===== src/pafe_pkg.sv =====
// Shared types and constants of the planar arm payload force estimator.
`default_nettype none

package pafe_pkg;

  // Sequencer steps.
  typedef enum logic [4:0] {
    ST_IDLE,
    ST_TR_PH,
    ST_TR_FOLD,
    ST_TR_X2,
    ST_TR_T1,
    ST_TR_T2,
    ST_TR_SIN,
    ST_GRAV0,
    ST_GRAV1,
    ST_TE,
    ST_JAC,
    ST_DET0,
    ST_DET1,
    ST_SING,
    ST_NUM,
    ST_DIV_SET,
    ST_DIV_CHK,
    ST_DIV_STEP,
    ST_DIV_END,
    ST_PAY,
    ST_NORM0,
    ST_NORM1,
    ST_SQRT,
    ST_DONE
  } state_e;

  // Configuration register indexes.
  localparam logic [2:0] CFG_L_SH_OFF = 3'd0;
  localparam logic [2:0] CFG_L_EL_OFF = 3'd1;
  localparam logic [2:0] CFG_R_SH_OFF = 3'd2;
  localparam logic [2:0] CFG_R_EL_OFF = 3'd3;
  localparam logic [2:0] CFG_L_SH_GRV = 3'd4;
  localparam logic [2:0] CFG_L_EL_GRV = 3'd5;
  localparam logic [2:0] CFG_R_SH_GRV = 3'd6;
  localparam logic [2:0] CFG_R_EL_GRV = 3'd7;

  localparam int CfgAddrW = 3;
  localparam int CfgDataW = 16;

  // Shared multiplier geometry.
  localparam int MulW = 27;
  localparam int ProdW = 2 * MulW;
  localparam int AccW = 48;

  // Datapath widths.
  localparam int AngW  = 18;
  localparam int TrigW = 17;
  localparam int TeW   = 25;
  localparam int JacW  = 21;
  localparam int DetW  = 43;
  localparam int NumW  = 47;
  localparam int RemW  = 64;
  localparam int QuoW  = 17;
  localparam int ForceW = 18;
  localparam int SqW   = 35;
  localparam int NormW = 17;
  localparam int CntW  = 32;
  localparam int EvW   = 8;

  // Fixed-point constants.
  localparam logic signed [MulW-1:0] PhaseK   = 27'sd42722830;
  localparam logic signed [MulW-1:0] LinkQ14  = 27'sd4915;
  localparam logic signed [MulW-1:0] SinC1160 = 27'sd1160;
  localparam logic signed [DetW-1:0] DetMin   = 43'sd1099511628;
  localparam logic [QuoW-1:0]        ForceLim = 17'd76800;
  localparam logic [NormW-1:0]       JumpLim  = 17'd12800;
  localparam logic [EvW-1:0]         EventMin = 8'd5;
  localparam logic [EvW-1:0]         EventMax = 8'd255;
  localparam logic [CntW-1:0]        CountMax = 32'hFFFF_FFFF;

  // Iteration counts.
  localparam int TrigLast = 4;
  localparam int QuadLast = 3;
  localparam int DivLast  = 16;
  localparam int SqrtLast = 16;

endpackage

`default_nettype wire


===== src/planar_arm_payload_force_estimator.sv =====
// Top level: two-link arm force estimator on one shared multiplier.
`default_nettype none

// Channel   | Dir | Beat contents
// s_axis    | in  | tdata: angles, torques; tuser: side
// m_axis    | out | tdata: forces, payloads, count, boost; tuser: side, valid, singular
// cfg       | in  | write enable, index 0..7, 16-bit value
//
// The step sequencer runs one beat at a time around the shared 27x27 multiplier:
// five sine/cosine evaluations, a 17-step restoring divider run twice (ending early
// when the quotient saturates at once), and a 17-step square root. A singular beat
// ends after the determinant test. Reset clears the configuration, the per-arm state
// and the event count. s_axis_tready_o is high only while no beat is at work; a
// finished result waits in the output register while the next beat is taken, and a
// second finished result holds the sequencer until the first leaves.

module planar_arm_payload_force_estimator #(
  parameter int ARM_COUNT = 2
) (
  input  wire                             clk_i,
  input  wire                             rst_ni,
  input  wire                             cfg_we_i,
  input  wire  [pafe_pkg::CfgAddrW-1:0]   cfg_addr_i,
  input  wire  [pafe_pkg::CfgDataW-1:0]   cfg_wdata_i,
  input  wire                             s_axis_tvalid_i,
  output logic                            s_axis_tready_o,
  // shoulder_angle[15:0], elbow_angle[31:16], shoulder_torque[50:32],
  // elbow_torque[69:51], zero fill
  input  wire  [71:0]                     s_axis_tdata_i,
  // side[0]
  input  wire  [0:0]                      s_axis_tuser_i,
  output logic                            m_axis_tvalid_o,
  input  wire                             m_axis_tready_i,
  // force_x[17:0], force_y[35:18], shoulder_payload[53:36],
  // elbow_payload[71:54], singular_count[103:72], boost[104], zero fill
  output logic [111:0]                    m_axis_tdata_o,
  // arm_side[0], payload_valid[1], singular[2]
  output logic [2:0]                      m_axis_tuser_o
);

  import pafe_pkg::*;

  localparam int IdxW = (ARM_COUNT > 1) ? $clog2(ARM_COUNT) : 1;

  state_e state_q, state_d;
  logic [4:0] cnt_q, cnt_d;
  logic       div_y_q, div_y_d;

  // Configuration registers.
  logic signed [15:0] l_sh_off_q, l_el_off_q, r_sh_off_q, r_el_off_q;
  logic signed [15:0] l_sh_grv_q, l_el_grv_q, r_sh_grv_q, r_el_grv_q;

  // Per-arm state.
  logic signed [ForceW-1:0] last_fx_q [ARM_COUNT];
  logic signed [ForceW-1:0] last_fy_q [ARM_COUNT];
  logic [NormW-1:0]         prev_norm_q [ARM_COUNT];
  logic [CntW-1:0]          sing_cnt_q [ARM_COUNT];
  logic [EvW-1:0]           events_q;

  // Beat registers.
  logic                     side_q;
  logic [IdxW-1:0]          idx_q;
  logic signed [16:0]       qs_q, qe_q;
  logic signed [18:0]       st_q, et_q;
  logic signed [15:0]       sg_q, eg_q;

  // Working registers.
  logic signed [AccW-1:0]   acc_q;
  logic signed [15:0]       s_q, x2_q, t_q;
  logic signed [TrigW-1:0]  trig_q [5];
  logic signed [33:0]       g1_q;
  logic signed [TeW-1:0]    te0_q, te1_q;
  logic signed [JacW-1:0]   j_q [4];
  logic signed [DetW-1:0]   det_q;
  logic signed [NumW-1:0]   numx_q, numy_q;
  logic [RemW-1:0]          rem_q, dsh_q;
  logic [QuoW-1:0]          quo_q;
  logic                     neg_q;
  logic signed [ForceW-1:0] fx_q, fy_q, ps_q, pe_q;
  logic                     sing_q;
  logic [SqW-1:0]           v_q, r_q, bit_q;

  // Output register.
  logic                     out_valid_q;
  logic [111:0]             out_data_q;
  logic [2:0]               out_user_q;

  // Shared multiplier.
  logic signed [MulW-1:0]   mul_a, mul_b;
  logic signed [ProdW-1:0]  mul_p;
  assign mul_p = mul_a * mul_b;

  logic in_acc, out_acc, done_go;
  assign s_axis_tready_o = (state_q == ST_IDLE);
  assign in_acc  = s_axis_tvalid_i && s_axis_tready_o;
  assign out_acc = out_valid_q && m_axis_tready_i;
  assign done_go = !out_valid_q || m_axis_tready_i;

  assign m_axis_tvalid_o = out_valid_q;
  assign m_axis_tdata_o  = out_data_q;
  assign m_axis_tuser_o  = out_user_q;

  // Input unpacking.
  logic               in_side;
  logic signed [15:0] in_sa, in_ea;
  logic signed [18:0] in_st, in_et;
  assign in_side = s_axis_tuser_i[0];
  assign in_sa   = s_axis_tdata_i[15:0];
  assign in_ea   = s_axis_tdata_i[31:16];
  assign in_st   = s_axis_tdata_i[50:32];
  assign in_et   = s_axis_tdata_i[69:51];

  // Angle of the current trig evaluation: qs, qs, qe, qe, qs+qe.
  logic signed [AngW-1:0] trig_ang;
  logic                   is_cos;
  always_comb begin
    case (cnt_q[2:0])
      3'd0, 3'd1: trig_ang = AngW'(qs_q);
      3'd2, 3'd3: trig_ang = AngW'(qe_q);
      default:    trig_ang = AngW'(qs_q) + AngW'(qe_q);
    endcase
  end
  assign is_cos = ~cnt_q[0];

  // Phase fold: round to 2^-16 turn, shift for cosine, fold to +-quarter turn.
  logic [AccW-1:0]    ph_sum;
  logic [15:0]        ph;
  logic signed [16:0] s_raw, s_fold;
  always_comb begin
    ph_sum = acc_q + AccW'(1 << 23);
    ph     = ph_sum[39:24] + (is_cos ? 16'd16384 : 16'd0);
    s_raw  = 17'(signed'(ph));
    if (s_raw > 17'sd16384) begin
      s_fold = 17'sd32768 - s_raw;
    end else if (s_raw < -17'sd16384) begin
      s_fold = -17'sd32768 - s_raw;
    end else begin
      s_fold = s_raw;
    end
  end

  // Jacobian operand for the current entry.
  logic signed [AngW-1:0] jac_in;
  always_comb begin
    case (cnt_q[1:0])
      2'd0:    jac_in = -(AngW'(trig_q[1]) + AngW'(trig_q[3]));
      2'd1:    jac_in = AngW'(trig_q[0]) + AngW'(trig_q[2]);
      2'd2:    jac_in = -AngW'(trig_q[3]);
      default: jac_in = AngW'(trig_q[2]);
    endcase
  end

  // Multiplier operand select.
  always_comb begin
    mul_a = '0;
    mul_b = '0;
    case (state_q)
      ST_TR_PH:  begin mul_a = MulW'(trig_ang); mul_b = PhaseK; end
      ST_TR_X2:  begin mul_a = MulW'(s_q);      mul_b = MulW'(s_q); end
      ST_TR_T1:  begin mul_a = MulW'(x2_q);     mul_b = SinC1160; end
      ST_TR_T2:  begin mul_a = MulW'(x2_q);     mul_b = MulW'(t_q); end
      ST_TR_SIN: begin mul_a = MulW'(s_q);      mul_b = MulW'(t_q); end
      ST_GRAV0:  begin mul_a = MulW'(sg_q);     mul_b = MulW'(trig_q[0]); end
      ST_GRAV1:  begin mul_a = MulW'(eg_q);     mul_b = MulW'(trig_q[4]); end
      ST_JAC:    begin mul_a = MulW'(jac_in);   mul_b = LinkQ14; end
      ST_DET0:   begin mul_a = MulW'(j_q[0]);   mul_b = MulW'(j_q[3]); end
      ST_DET1:   begin mul_a = MulW'(j_q[1]);   mul_b = MulW'(j_q[2]); end
      ST_NUM: begin
        case (cnt_q[1:0])
          2'd0:    begin mul_a = MulW'(j_q[3]); mul_b = MulW'(te0_q); end
          2'd1:    begin mul_a = MulW'(j_q[1]); mul_b = MulW'(te1_q); end
          2'd2:    begin mul_a = MulW'(j_q[0]); mul_b = MulW'(te1_q); end
          default: begin mul_a = MulW'(j_q[2]); mul_b = MulW'(te0_q); end
        endcase
      end
      ST_PAY: begin
        case (cnt_q[1:0])
          2'd0:    begin mul_a = MulW'(j_q[0]); mul_b = MulW'(fx_q); end
          2'd1:    begin mul_a = MulW'(j_q[1]); mul_b = MulW'(fy_q); end
          2'd2:    begin mul_a = MulW'(j_q[2]); mul_b = MulW'(fx_q); end
          default: begin mul_a = MulW'(j_q[3]); mul_b = MulW'(fy_q); end
        endcase
      end
      ST_NORM0:  begin mul_a = MulW'(fx_q);     mul_b = MulW'(fx_q); end
      ST_NORM1:  begin mul_a = MulW'(fy_q);     mul_b = MulW'(fy_q); end
      default:   begin mul_a = '0;              mul_b = '0; end
    endcase
  end

  // Accumulate and difference terms.
  logic signed [AccW-1:0] acc_add, acc_sub;
  assign acc_add = acc_q + AccW'(mul_p);
  assign acc_sub = acc_q - AccW'(mul_p);

  // Payload rounding and saturation.
  logic signed [AccW-1:0] pay_rnd;
  logic signed [ForceW-1:0] pay_sat;
  always_comb begin
    pay_rnd = (acc_add + AccW'(1 << 19)) >>> 20;
    if (pay_rnd > AccW'(131071)) begin
      pay_sat = 18'sd131071;
    end else if (pay_rnd < -AccW'(131072)) begin
      pay_sat = -18'sd131072;
    end else begin
      pay_sat = ForceW'(pay_rnd);
    end
  end

  // Divider setup and quotient finish.
  logic signed [NumW-1:0] div_num;
  logic [NumW-1:0]        num_abs;
  logic [DetW-1:0]        det_abs;
  logic [QuoW-1:0]        quo_cap;
  logic signed [ForceW-1:0] force_res;
  always_comb begin
    div_num   = div_y_q ? numy_q : numx_q;
    num_abs   = div_num[NumW-1] ? NumW'(-div_num) : NumW'(div_num);
    det_abs   = det_q[DetW-1] ? DetW'(-det_q) : DetW'(det_q);
    quo_cap   = (quo_q > ForceLim) ? ForceLim : quo_q;
    force_res = neg_q ? -ForceW'(quo_cap) : ForceW'(quo_cap);
  end

  // Square root step.
  logic [SqW-1:0] rb;
  assign rb = r_q + bit_q;

  // Singular test.
  logic is_sing;
  assign is_sing = (det_q > -DetMin) && (det_q < DetMin);

  // Final bookkeeping.
  logic [NormW-1:0] norm, prev, diff;
  logic             jump, boost;
  logic [EvW-1:0]   ev_new;
  logic [CntW-1:0]  cnt_new;
  always_comb begin
    norm    = r_q[NormW-1:0];
    prev    = prev_norm_q[idx_q];
    diff    = (norm > prev) ? norm - prev : prev - norm;
    jump    = diff > JumpLim;
    ev_new  = (jump && events_q != EventMax) ? events_q + 8'd1 : events_q;
    boost   = jump && (ev_new >= EventMin);
    cnt_new = (sing_cnt_q[idx_q] == CountMax) ? CountMax : sing_cnt_q[idx_q] + 32'd1;
  end

  // Sequencer.
  always_ff @(posedge clk_i or negedge rst_ni) begin
    if (!rst_ni) begin
      state_q <= ST_IDLE;
      cnt_q   <= '0;
      div_y_q <= 1'b0;
    end else begin
      state_q <= state_d;
      cnt_q   <= cnt_d;
      div_y_q <= div_y_d;
    end
  end

  always_comb begin
    state_d = state_q;
    cnt_d   = cnt_q;
    div_y_d = div_y_q;
    case (state_q)
      ST_IDLE: begin
        if (in_acc) begin
          state_d = ST_TR_PH;
          cnt_d   = '0;
        end
      end
      ST_TR_PH:   state_d = ST_TR_FOLD;
      ST_TR_FOLD: state_d = ST_TR_X2;
      ST_TR_X2:   state_d = ST_TR_T1;
      ST_TR_T1:   state_d = ST_TR_T2;
      ST_TR_T2:   state_d = ST_TR_SIN;
      ST_TR_SIN: begin
        if (cnt_q == 5'(TrigLast)) begin
          state_d = ST_GRAV0;
          cnt_d   = '0;
        end else begin
          state_d = ST_TR_PH;
          cnt_d   = cnt_q + 5'd1;
        end
      end
      ST_GRAV0: state_d = ST_GRAV1;
      ST_GRAV1: state_d = ST_TE;
      ST_TE:    state_d = ST_JAC;
      ST_JAC: begin
        if (cnt_q == 5'(QuadLast)) begin
          state_d = ST_DET0;
          cnt_d   = '0;
        end else begin
          cnt_d = cnt_q + 5'd1;
        end
      end
      ST_DET0: state_d = ST_DET1;
      ST_DET1: state_d = ST_SING;
      ST_SING: begin
        state_d = is_sing ? ST_DONE : ST_NUM;
        cnt_d   = '0;
      end
      ST_NUM: begin
        if (cnt_q == 5'(QuadLast)) begin
          state_d = ST_DIV_SET;
          cnt_d   = '0;
          div_y_d = 1'b0;
        end else begin
          cnt_d = cnt_q + 5'd1;
        end
      end
      ST_DIV_SET: state_d = ST_DIV_CHK;
      ST_DIV_CHK: begin
        state_d = (rem_q >= dsh_q) ? ST_DIV_END : ST_DIV_STEP;
        cnt_d   = '0;
      end
      ST_DIV_STEP: begin
        if (cnt_q == 5'(DivLast)) begin
          state_d = ST_DIV_END;
        end else begin
          cnt_d = cnt_q + 5'd1;
        end
      end
      ST_DIV_END: begin
        if (div_y_q) begin
          state_d = ST_PAY;
          cnt_d   = '0;
        end else begin
          state_d = ST_DIV_SET;
          div_y_d = 1'b1;
        end
      end
      ST_PAY: begin
        if (cnt_q == 5'(QuadLast)) begin
          state_d = ST_NORM0;
          cnt_d   = '0;
        end else begin
          cnt_d = cnt_q + 5'd1;
        end
      end
      ST_NORM0: state_d = ST_NORM1;
      ST_NORM1: begin
        state_d = ST_SQRT;
        cnt_d   = '0;
      end
      ST_SQRT: begin
        if (cnt_q == 5'(SqrtLast)) begin
          state_d = ST_DONE;
        end else begin
          cnt_d = cnt_q + 5'd1;
        end
      end
      ST_DONE: begin
        if (done_go) begin
          state_d = ST_IDLE;
        end
      end
      default: state_d = ST_IDLE;
    endcase
  end

  // Configuration, per-arm state and output valid.
  always_ff @(posedge clk_i or negedge rst_ni) begin
    if (!rst_ni) begin
      l_sh_off_q <= '0;
      l_el_off_q <= '0;
      r_sh_off_q <= '0;
      r_el_off_q <= '0;
      l_sh_grv_q <= '0;
      l_el_grv_q <= '0;
      r_sh_grv_q <= '0;
      r_el_grv_q <= '0;
      for (int i = 0; i < ARM_COUNT; i++) begin
        last_fx_q[i]   <= '0;
        last_fy_q[i]   <= '0;
        prev_norm_q[i] <= '0;
        sing_cnt_q[i]  <= '0;
      end
      events_q    <= '0;
      out_valid_q <= 1'b0;
    end else begin
      if (cfg_we_i) begin
        case (cfg_addr_i)
          CFG_L_SH_OFF: l_sh_off_q <= cfg_wdata_i;
          CFG_L_EL_OFF: l_el_off_q <= cfg_wdata_i;
          CFG_R_SH_OFF: r_sh_off_q <= cfg_wdata_i;
          CFG_R_EL_OFF: r_el_off_q <= cfg_wdata_i;
          CFG_L_SH_GRV: l_sh_grv_q <= cfg_wdata_i;
          CFG_L_EL_GRV: l_el_grv_q <= cfg_wdata_i;
          CFG_R_SH_GRV: r_sh_grv_q <= cfg_wdata_i;
          CFG_R_EL_GRV: r_el_grv_q <= cfg_wdata_i;
          default: ;
        endcase
      end
      if (out_acc) begin
        out_valid_q <= 1'b0;
      end
      if (state_q == ST_DONE && done_go) begin
        out_valid_q <= 1'b1;
        if (sing_q) begin
          sing_cnt_q[idx_q] <= cnt_new;
        end else begin
          last_fx_q[idx_q]   <= fx_q;
          last_fy_q[idx_q]   <= fy_q;
          prev_norm_q[idx_q] <= norm;
          events_q           <= ev_new;
        end
      end
    end
  end

  // Datapath.
  always_ff @(posedge clk_i) begin
    case (state_q)
      ST_IDLE: begin
        if (in_acc) begin
          // Hold the beat and pick the arm's registers.
          side_q <= in_side;
          idx_q  <= (ARM_COUNT > 1) ? IdxW'(in_side) : '0;
          qs_q   <= 17'(in_sa) + 17'(in_side ? r_sh_off_q : l_sh_off_q);
          qe_q   <= 17'(in_ea) + 17'(in_side ? r_el_off_q : l_el_off_q);
          st_q   <= in_st;
          et_q   <= in_et;
          sg_q   <= in_side ? r_sh_grv_q : l_sh_grv_q;
          eg_q   <= in_side ? r_el_grv_q : l_el_grv_q;
        end
      end
      ST_TR_PH:   acc_q <= AccW'(mul_p);
      ST_TR_FOLD: s_q   <= 16'(s_fold);
      ST_TR_X2:   x2_q  <= 16'(mul_p >>> 14);
      ST_TR_T1:   t_q   <= 16'sd10512 - 16'(mul_p >>> 14);
      ST_TR_T2:   t_q   <= 16'sd25736 - 16'(mul_p >>> 14);
      ST_TR_SIN:  trig_q[cnt_q[2:0]] <= TrigW'(mul_p >>> 14);
      ST_GRAV0:   acc_q <= AccW'(mul_p);
      ST_GRAV1: begin
        acc_q <= acc_add;
        g1_q  <= 34'(mul_p);
      end
      ST_TE: begin
        te0_q <= (TeW'(st_q) <<< 4) - TeW'(acc_q >>> 10);
        te1_q <= (TeW'(et_q) <<< 4) - TeW'(g1_q >>> 10);
      end
      ST_JAC:  j_q[cnt_q[1:0]] <= JacW'(mul_p >>> 8);
      ST_DET0: acc_q <= AccW'(mul_p);
      ST_DET1: det_q <= DetW'(acc_sub);
      ST_SING: sing_q <= is_sing;
      ST_NUM: begin
        case (cnt_q[1:0])
          2'd1:    numx_q <= NumW'(acc_sub);
          2'd3:    numy_q <= NumW'(acc_sub);
          default: acc_q  <= AccW'(mul_p);
        endcase
      end
      ST_DIV_SET: begin
        rem_q <= RemW'(num_abs) << 16;
        dsh_q <= RemW'(det_abs) << 17;
        neg_q <= div_num[NumW-1] ^ det_q[DetW-1];
        quo_q <= '0;
      end
      ST_DIV_CHK: begin
        // Quotient of 2^17 or more: saturate at once.
        if (rem_q >= dsh_q) begin
          quo_q <= ForceLim;
        end
        dsh_q <= dsh_q >> 1;
      end
      ST_DIV_STEP: begin
        if (rem_q >= dsh_q) begin
          rem_q <= rem_q - dsh_q;
          quo_q <= {quo_q[QuoW-2:0], 1'b1};
        end else begin
          quo_q <= {quo_q[QuoW-2:0], 1'b0};
        end
        dsh_q <= dsh_q >> 1;
      end
      ST_DIV_END: begin
        if (div_y_q) begin
          fy_q <= force_res;
        end else begin
          fx_q <= force_res;
        end
      end
      ST_PAY: begin
        case (cnt_q[1:0])
          2'd1:    ps_q  <= pay_sat;
          2'd3:    pe_q  <= pay_sat;
          default: acc_q <= AccW'(mul_p);
        endcase
      end
      ST_NORM0: acc_q <= AccW'(mul_p);
      ST_NORM1: begin
        v_q   <= SqW'(acc_add);
        r_q   <= '0;
        bit_q <= SqW'(64'd1 << 32);
      end
      ST_SQRT: begin
        if (v_q >= rb) begin
          v_q <= v_q - rb;
          r_q <= (r_q >> 1) + bit_q;
        end else begin
          r_q <= r_q >> 1;
        end
        bit_q <= bit_q >> 2;
      end
      ST_DONE: begin
        if (done_go) begin
          if (sing_q) begin
            // Drop the payloads and return the last valid force.
            out_data_q <= {7'd0, 1'b0, cnt_new, 18'd0, 18'd0,
                           last_fy_q[idx_q], last_fx_q[idx_q]};
            out_user_q <= {1'b1, 1'b0, side_q};
          end else begin
            out_data_q <= {7'd0, boost, sing_cnt_q[idx_q], pe_q, ps_q, fy_q, fx_q};
            out_user_q <= {1'b0, 1'b1, side_q};
          end
        end
      end
      default: ;
    endcase
  end

endmodule

`default_nettype wire

===== config.mk =====
export PLATFORM = sky130hd
export DESIGN_NAME = planar_arm_payload_force_estimator
export DESIGN_NICKNAME = d
export VERILOG_FILES = /design/src/pafe_pkg.sv /design/src/planar_arm_payload_force_estimator.sv
export SDC_FILE = /design/constraint.sdc
export NUM_CORES = 2
export LEC_CHECK = 0
export BUFFER_PORTS_ARGS = -buffer_cell sky130_fd_sc_hd__buf_2
export CORE_ASPECT_RATIO = 0.5
export CORE_UTILIZATION = 33
export DETAILED_ROUTE_END_ITERATION = 10
export SLEW_MARGIN = 5
export SYNTH_ARGS = -nofsm -noshare
export SYNTH_HDL_FRONTEND = slang
export SYNTH_SLANG_ARGS = --single-unit

===== constraint.sdc =====
create_clock -name clk_i -period 14.4 [get_ports clk_i]
set_clock_uncertainty 0.15 [all_clocks]
set_input_delay 2.16 -clock clk_i [delete_from_list [all_inputs] [get_ports clk_i]]
set_output_delay 2.16 -clock clk_i [all_outputs]
set_load 0.03 [all_outputs]

---- After elaboration in Yosys (flattened, before gate mapping) ----
Memories as Yosys holds them, arrays and structs flattened.
Cells that the tools add are included.
storage, ports and cells
  bits in registers ....................... 1179
  memory bits (writable) .................. 169
  input port bits ......................... 97
  output and inout port bits .............. 117
  memories ................................ 2
memory list
  memory  words  bits a word  read ports  clocked after Yosys merged registers in  write ports  line                                      text
  trig_q  5      17           5           0                                        1            planar_arm_payload_force_estimator.sv:70  logic signed [TrigW-1:0] trig_q [5];
  j_q     4      21           4           0                                        1            planar_arm_payload_force_estimator.sv:73  logic signed [JacW-1:0] j_q [4];
operators by class
  $add $sub $neg .......................... 30
  multiply operators ...................... 1
  magnitude comparators ................... 14
  equality and inequality tests ........... 54
  muxes and demuxes ....................... 89
  bitwise gates (word level) .............. 4
  reduce and logical (&&, ||, !) cells .... 61
operators by type and width
  kind              number
  $pmux 27 s13      1
  $pmux 27 s12      1
  $pmux 64 s2       2
  $pmux 35 s2       3
  $mux 18           10
  $pmux 27 s3       2
  $mux 32           5
  $mux 17           9
  $pmux 48 s3       1
  $pmux 5 s24       1
  $mux 104          1
  $mux 47           2
  $bwmux 36         2
  $mux 35           2
  $mux 5            14
  $bwmux 64         1
  $ge 64x64->1      1
  $mux 16           4
  $mux 64           1
  $sub 64x64->64    1
  $add 17x17->18    3
  $mux 27           2
  $pmux 18 s3       1
  $pmux 17 s3       1
  82 further kinds  182

---- Depth between registers and ports, before layout ----
  word-level depth ........................ 11
  depth in mapped cells ................... 65

---- Least setup slack after synthesis ----
No wires, ideal clock.
  path type ............................... flip-flop to flip-flop
  from .................................... memory trig_q[3][1]
  to ...................................... register pe_q[0] (data pin)
  arrival ................................. 13.923 ns
  required time ........................... 13.987 ns
  slack ................................... 0.064 ns
  cell stages (with the launch flop) ...... 57
  path buffers ............................ 3
  cells stage by stage .................... edfxtp_1 -> ha_1 -> inv_1 -> ha_1 -> inv_1 -> fa_1 -> nor2b_1 -> o21ai_0 -> a21boi_0 -> o21ai_0 -> a21boi_0 -> o21ai_0 -> a21boi_0 -> o21ai_0 -> a211oi_1 -> o211ai_1 -> a31oi_1 -> nand3_1 -> (+21 left out) -> inv_1 -> ha_1 -> clkbuf_1 -> a21o_1 -> a21oi_1 -> o21bai_1 -> a31o_2 -> nand2_1 -> o31ai_1 -> a311oi_1 -> nand2_1 -> nor4_4 -> nand4b_1 -> nor3b_1 -> xnor3_1 -> o41a_1 -> buf_6 -> o21ai_1
RTL lines
  item                  line                                       text
  start, declared       planar_arm_payload_force_estimator.sv:70
  end signal, assigned  planar_arm_payload_force_estimator.sv:484  2'd3: pe_q <= pay_sat;
  end, declared         planar_arm_payload_force_estimator.sv:79   logic signed [ForceW-1:0] fx_q, fy_q, ps_q, pe_q;

---- Worst setup path after layout ----
  from .................................... register state_q[2]
  to ...................................... register ps_q[11] (data pin)
between the ends
  word-level cells in the longest chain between the ends .. 9
  elaborated cells on any way between the ends .. 26
RTL lines
  item                                          line                                       text
  start, declared                               planar_arm_payload_force_estimator.sv:45   state_e state_q, state_d;
  start signal, assigned                        planar_arm_payload_force_estimator.sv:253  state_q <= state_d;
  $eq 5x3->1 or $eq 5x2->1 (tied branches)      planar_arm_payload_force_estimator.sv:157  case (state_q)
  $reduce_or 2->1 (no source line)              -
  $pmux 27 s13 or $pmux 27 s12 (tied branches)  planar_arm_payload_force_estimator.sv:157
  $mul 27x27->48 (*)                            planar_arm_payload_force_estimator.sv:91   assign mul_p = mul_a * mul_b;
  $add 48x48->48 (*)                            planar_arm_payload_force_estimator.sv:192  assign acc_add = acc_q + AccW'(mul_p);
  $add 48x21->48 (*)                            planar_arm_payload_force_estimator.sv:199  pay_rnd = (acc_add + AccW'(1 << 19)) >>> 20;
  $lt 28x18->1                                  planar_arm_payload_force_estimator.sv:202  end else if (pay_rnd < -AccW'(131072)) begin
  $mux 18                                       planar_arm_payload_force_estimator.sv:202
  $mux 18 (*)                                   planar_arm_payload_force_estimator.sv:200  if (pay_rnd > AccW'(131071)) begin
  named net pay_sat[11]                         planar_arm_payload_force_estimator.sv:197  logic signed [ForceW-1:0] pay_sat;
  end signal, assigned                          planar_arm_payload_force_estimator.sv:483  2'd1: ps_q <= pay_sat;
  end, declared                                 planar_arm_payload_force_estimator.sv:79
Mark *: on every way through the listed nets, which the timed path passes. The rest lies on a longest branch.
A chain may end at the register's enable or synchronous reset.

==> impl_metrics.env <==
export IMPL_die_area_um2=301000
export IMPL_cts_tree="done"
export IMPL_track_usage=0.212
export IMPL_place_area_um2=108000
export IMPL_reg2reg_from="state_q[2]"
export IMPL_synthesis_area_um2=98600
export IMPL_die_x_um=775
export IMPL_grt_pass1_vias=75900
export IMPL_fmax_mhz=71.9
export IMPL_routedWlPerCell_um=22.8
export IMPL_arrival_ns=14.41
export IMPL_syn_inst=9788
export IMPL_cts_clk_slew_worst_paths_ns=0.06
export IMPL_fin_crit_sh=0.966
export IMPL_antenna_found_initial=9
export IMPL_synth_edf_count=991
export IMPL_synth_top_area_cell="edfxtp_1"
export IMPL_clk_path_buf_depth=4
export IMPL_maxSlewHeadroom=0.137
export IMPL_die_y_um=389
export IMPL_fin_area_um2=113000
export IMPL_vias=76800
export IMPL_vias_per_cell=5.34
export IMPL_syn_avg_cell_area_um2=10.1
export IMPL_grt_pass1_wl_um=486000
export IMPL_post_route_min_period_ns=13.91
export IMPL_drt_first_pass_iters=9
export IMPL_start_kind="flip-flop"
export IMPL_timing_worst_setup_path_type="reg2reg"
export IMPL_drc=0
export IMPL_initial_core_util=0.333
export IMPL_hp_class="reg2reg"
export IMPL_ys_flop_type="edfxtp_1"
export IMPL_drtIter0Drc=7940
export IMPL_ys_warn_count=0
export IMPL_routabilityCongestion=0.992
export IMPL_cp_startpoint="state_q[2]"
export IMPL_io_pins=214
export IMPL_drt_wl_total_um=327000
export IMPL_slowest_delay_ns=0.75
export IMPL_grt_max_degree=86
export IMPL_cts_root_buffer="clkbuf_16"
export IMPL_seq_area_frac_synth=0.382
export IMPL_ant_nets=0
export IMPL_placementRows=141
export IMPL_synth_top_cell_area_share=0.302
export IMPL_cts_made_buffers=147
export IMPL_critPathCaptureType="flip-flop"
export IMPL_portBuffers=204
export IMPL_cpMaxStageDelayCell="dfrtp_1"
export IMPL_layout_drive_gt1_share=0.153
export IMPL_status="finished, final reports clean"
export IMPL_crit_path_frequent_cell="buf_4"
export IMPL_nNetsFinal=11600
export IMPL_cp_required_ns=14.90
export IMPL_maxSlewViolCount=0
export IMPL_setup_viol=0
export IMPL_h_tree_depth=4
export IMPL_netlist_top_cells_area="edfxtp_1, fa_1, dfrtp_1"
export IMPL_crit_path_max_fanout=16
export IMPL_dpl_hpwl_um=255000
export IMPL_ys_types=108
export IMPL_insertion_delay_ns=0.84
export IMPL_worst_pin_slew_ns=1.28
export IMPL_area_growth_pct=14.7
export IMPL_hold_path_startpoint="sing_cnt_q[61]"
export IMPL_overflow=0
export IMPL_async_flop_share=0.243
export IMPL_hold_viol_final=0
export IMPL_coreArea_um2=296000
export IMPL_cap_violations=0
export IMPL_cts_num_sinks=1309
export IMPL_ys_seq_elements=1309
[cell usage after synthesis (50+ instances only)]
| library cell | instances |
|---|---|
| xnor2_1 | 345 |
| fa_1 | 608 |
| and2_1 | 68 |
| clkbuf_1 | 337 |
| or3_1 | 52 |
| nand4_1 | 55 |
| ha_1 | 580 |
| dfrtp_1 | 318 |
| mux2i_1 | 190 |
| a21oi_1 | 505 |
| a21o_1 | 138 |
| nand2_1 | 936 |
| mux2_2 | 305 |
| a222oi_1 | 71 |
| o21ai_0 | 570 |
| nand2b_1 | 76 |
| nor3_1 | 164 |
| edfxtp_1 | 991 |
| nor2_1 | 847 |
| a31oi_1 | 73 |
| nor2b_1 | 116 |
| o21bai_1 | 71 |
| a211oi_1 | 50 |
| nand3_1 | 141 |
| xor2_1 | 227 |
| and3_1 | 64 |
| inv_1 | 1080 |
[layer usage]
metal	global-route usage	wire length (um)	up-vias
met5	0	13	-
met1	0.294	143000	38300
li1	-	-	35000
met3	0.0415	27400	552
met4	0.0696	12600	2
met2	0.333	144000	2823
[placed cells by master, fill, tap and decap left out, types with 26 or more instances in the layout]
master / n
or2_2: 46
edfxtp_1: 991
inv_1: 1077
a22oi_1: 31
nor3_1: 145
and2_1: 66
nand2b_1: 76
mux2_2: 304
xnor2_1: 336
nand2_1: 931
o31ai_1: 45
nor4_1: 27
nor2_1: 830
fa_1: 602
a31oi_1: 71
a222oi_1: 71
a21boi_0: 30
nor2b_1: 113
a21oi_1: 488
a21o_1: 137
nand4_1: 55
a211oi_1: 43
o211ai_1: 41
o21ai_1: 29
buf_2: 203
clkinv_2: 26
a221oi_1: 46
or3_1: 51
o21bai_1: 70
ha_1: 565
o21a_1: 40
dfrtp_1: 316
and3_1: 64
o21ai_0: 542
clkbuf_1: 31
mux2i_1: 186
clkbuf_16: 152
xor2_1: 223
nand3_1: 136
buf_4: 560
[state kept, by name (all words and copies together), names as in the netlist, 35 cells and up]
register and count:
numx_q 47, v_q 35, dsh_q 60, rem_q 64
last_fy_q 36, r_q 35, m_axis_tdata_o 105, trig_q 85
det_q 43, last_fx_q 36, numy_q 47, j_q 84
acc_q 48, sing_cnt_q 64
[critical path, delay by kind of cell, from the launching register on]
kind            cells  cell delay (ns)
flops               1             0.75
simple gates       12             2.98
buf+inv            14             1.72
compound gates     13             3.23
xor+xnor            2             0.62
fa+ha+maj           9             4.30
[final timing paths]
| check | end | slack [ns] | cells past startpoint |
|---|---|---|---|
| worst max-delay path | ps_q[11] | 0.49 | 50 |
| worst min-delay path | sing_cnt_q[61] | 0.33 | 2 |
| worst max register to register | ps_q[11] | 0.49 | 50 |
| worst min register to register | sing_cnt_q[61] | 0.33 | 2 |
| max in group asynchronous | sing_cnt_q[6] | 9.83 | 4 |
| min in group asynchronous | l_el_off_q[2] | 1.20 | 1 |
[per-stage QoR]
step | cells | hold slack [ns] | setup TNS, ns | utilization | setup slack (ns)
3_3_place_gp | 14100 | 0.306 | -10.59 | 0.363 | -0.349
6_report | 14400 | 0.325 | 0 | 0.382 | 0.494
2_1_floorplan | 9794 | 0.274 | 0 | - | 0.0641
5_1_grt | 14400 | 0.347 | -0.732 | 0.382 | -0.0552
4_1_cts | 14300 | 0.327 | 0 | 0.379 | 0.0344
3_5_place_dp | 14100 | 0.315 | -13.35 | 0.363 | -0.444
[cells by family after synthesis]
family | synth area share
flops | 0.382
simple gates | 0.126
buf+inv | 0.0584
xor+xnor | 0.0510
other cells | 0.0000380
mux | 0.0543
compound gates | 0.131
fa+ha+maj | 0.197
[what timing repair did]
action / 4_1_cts / 5_1_grt
setup buffers: 2 / 24
setup endpoints to repair: 36 / 53
resized for setup: 24 / 139
hold buffers: 0 / 0
gates cloned: 1 / 1
pin swaps: 4 / 67
[cell type report]
class	count	area (um^2)
Fill cell	29000	183000
Clock buffer	198	4130
Clock inverter	61	533
Antenna cell	6	15.0
Multi-Input combinational cell	6980	56200
Timing Repair Buffer	782	5500
Inverter	1092	4100
Sequential cell	1309	37700
Tap cell	3932	4920
Power is not shown: default switching activity piles up to over one toggle a cycle in this logic, so the estimate is an artifact.
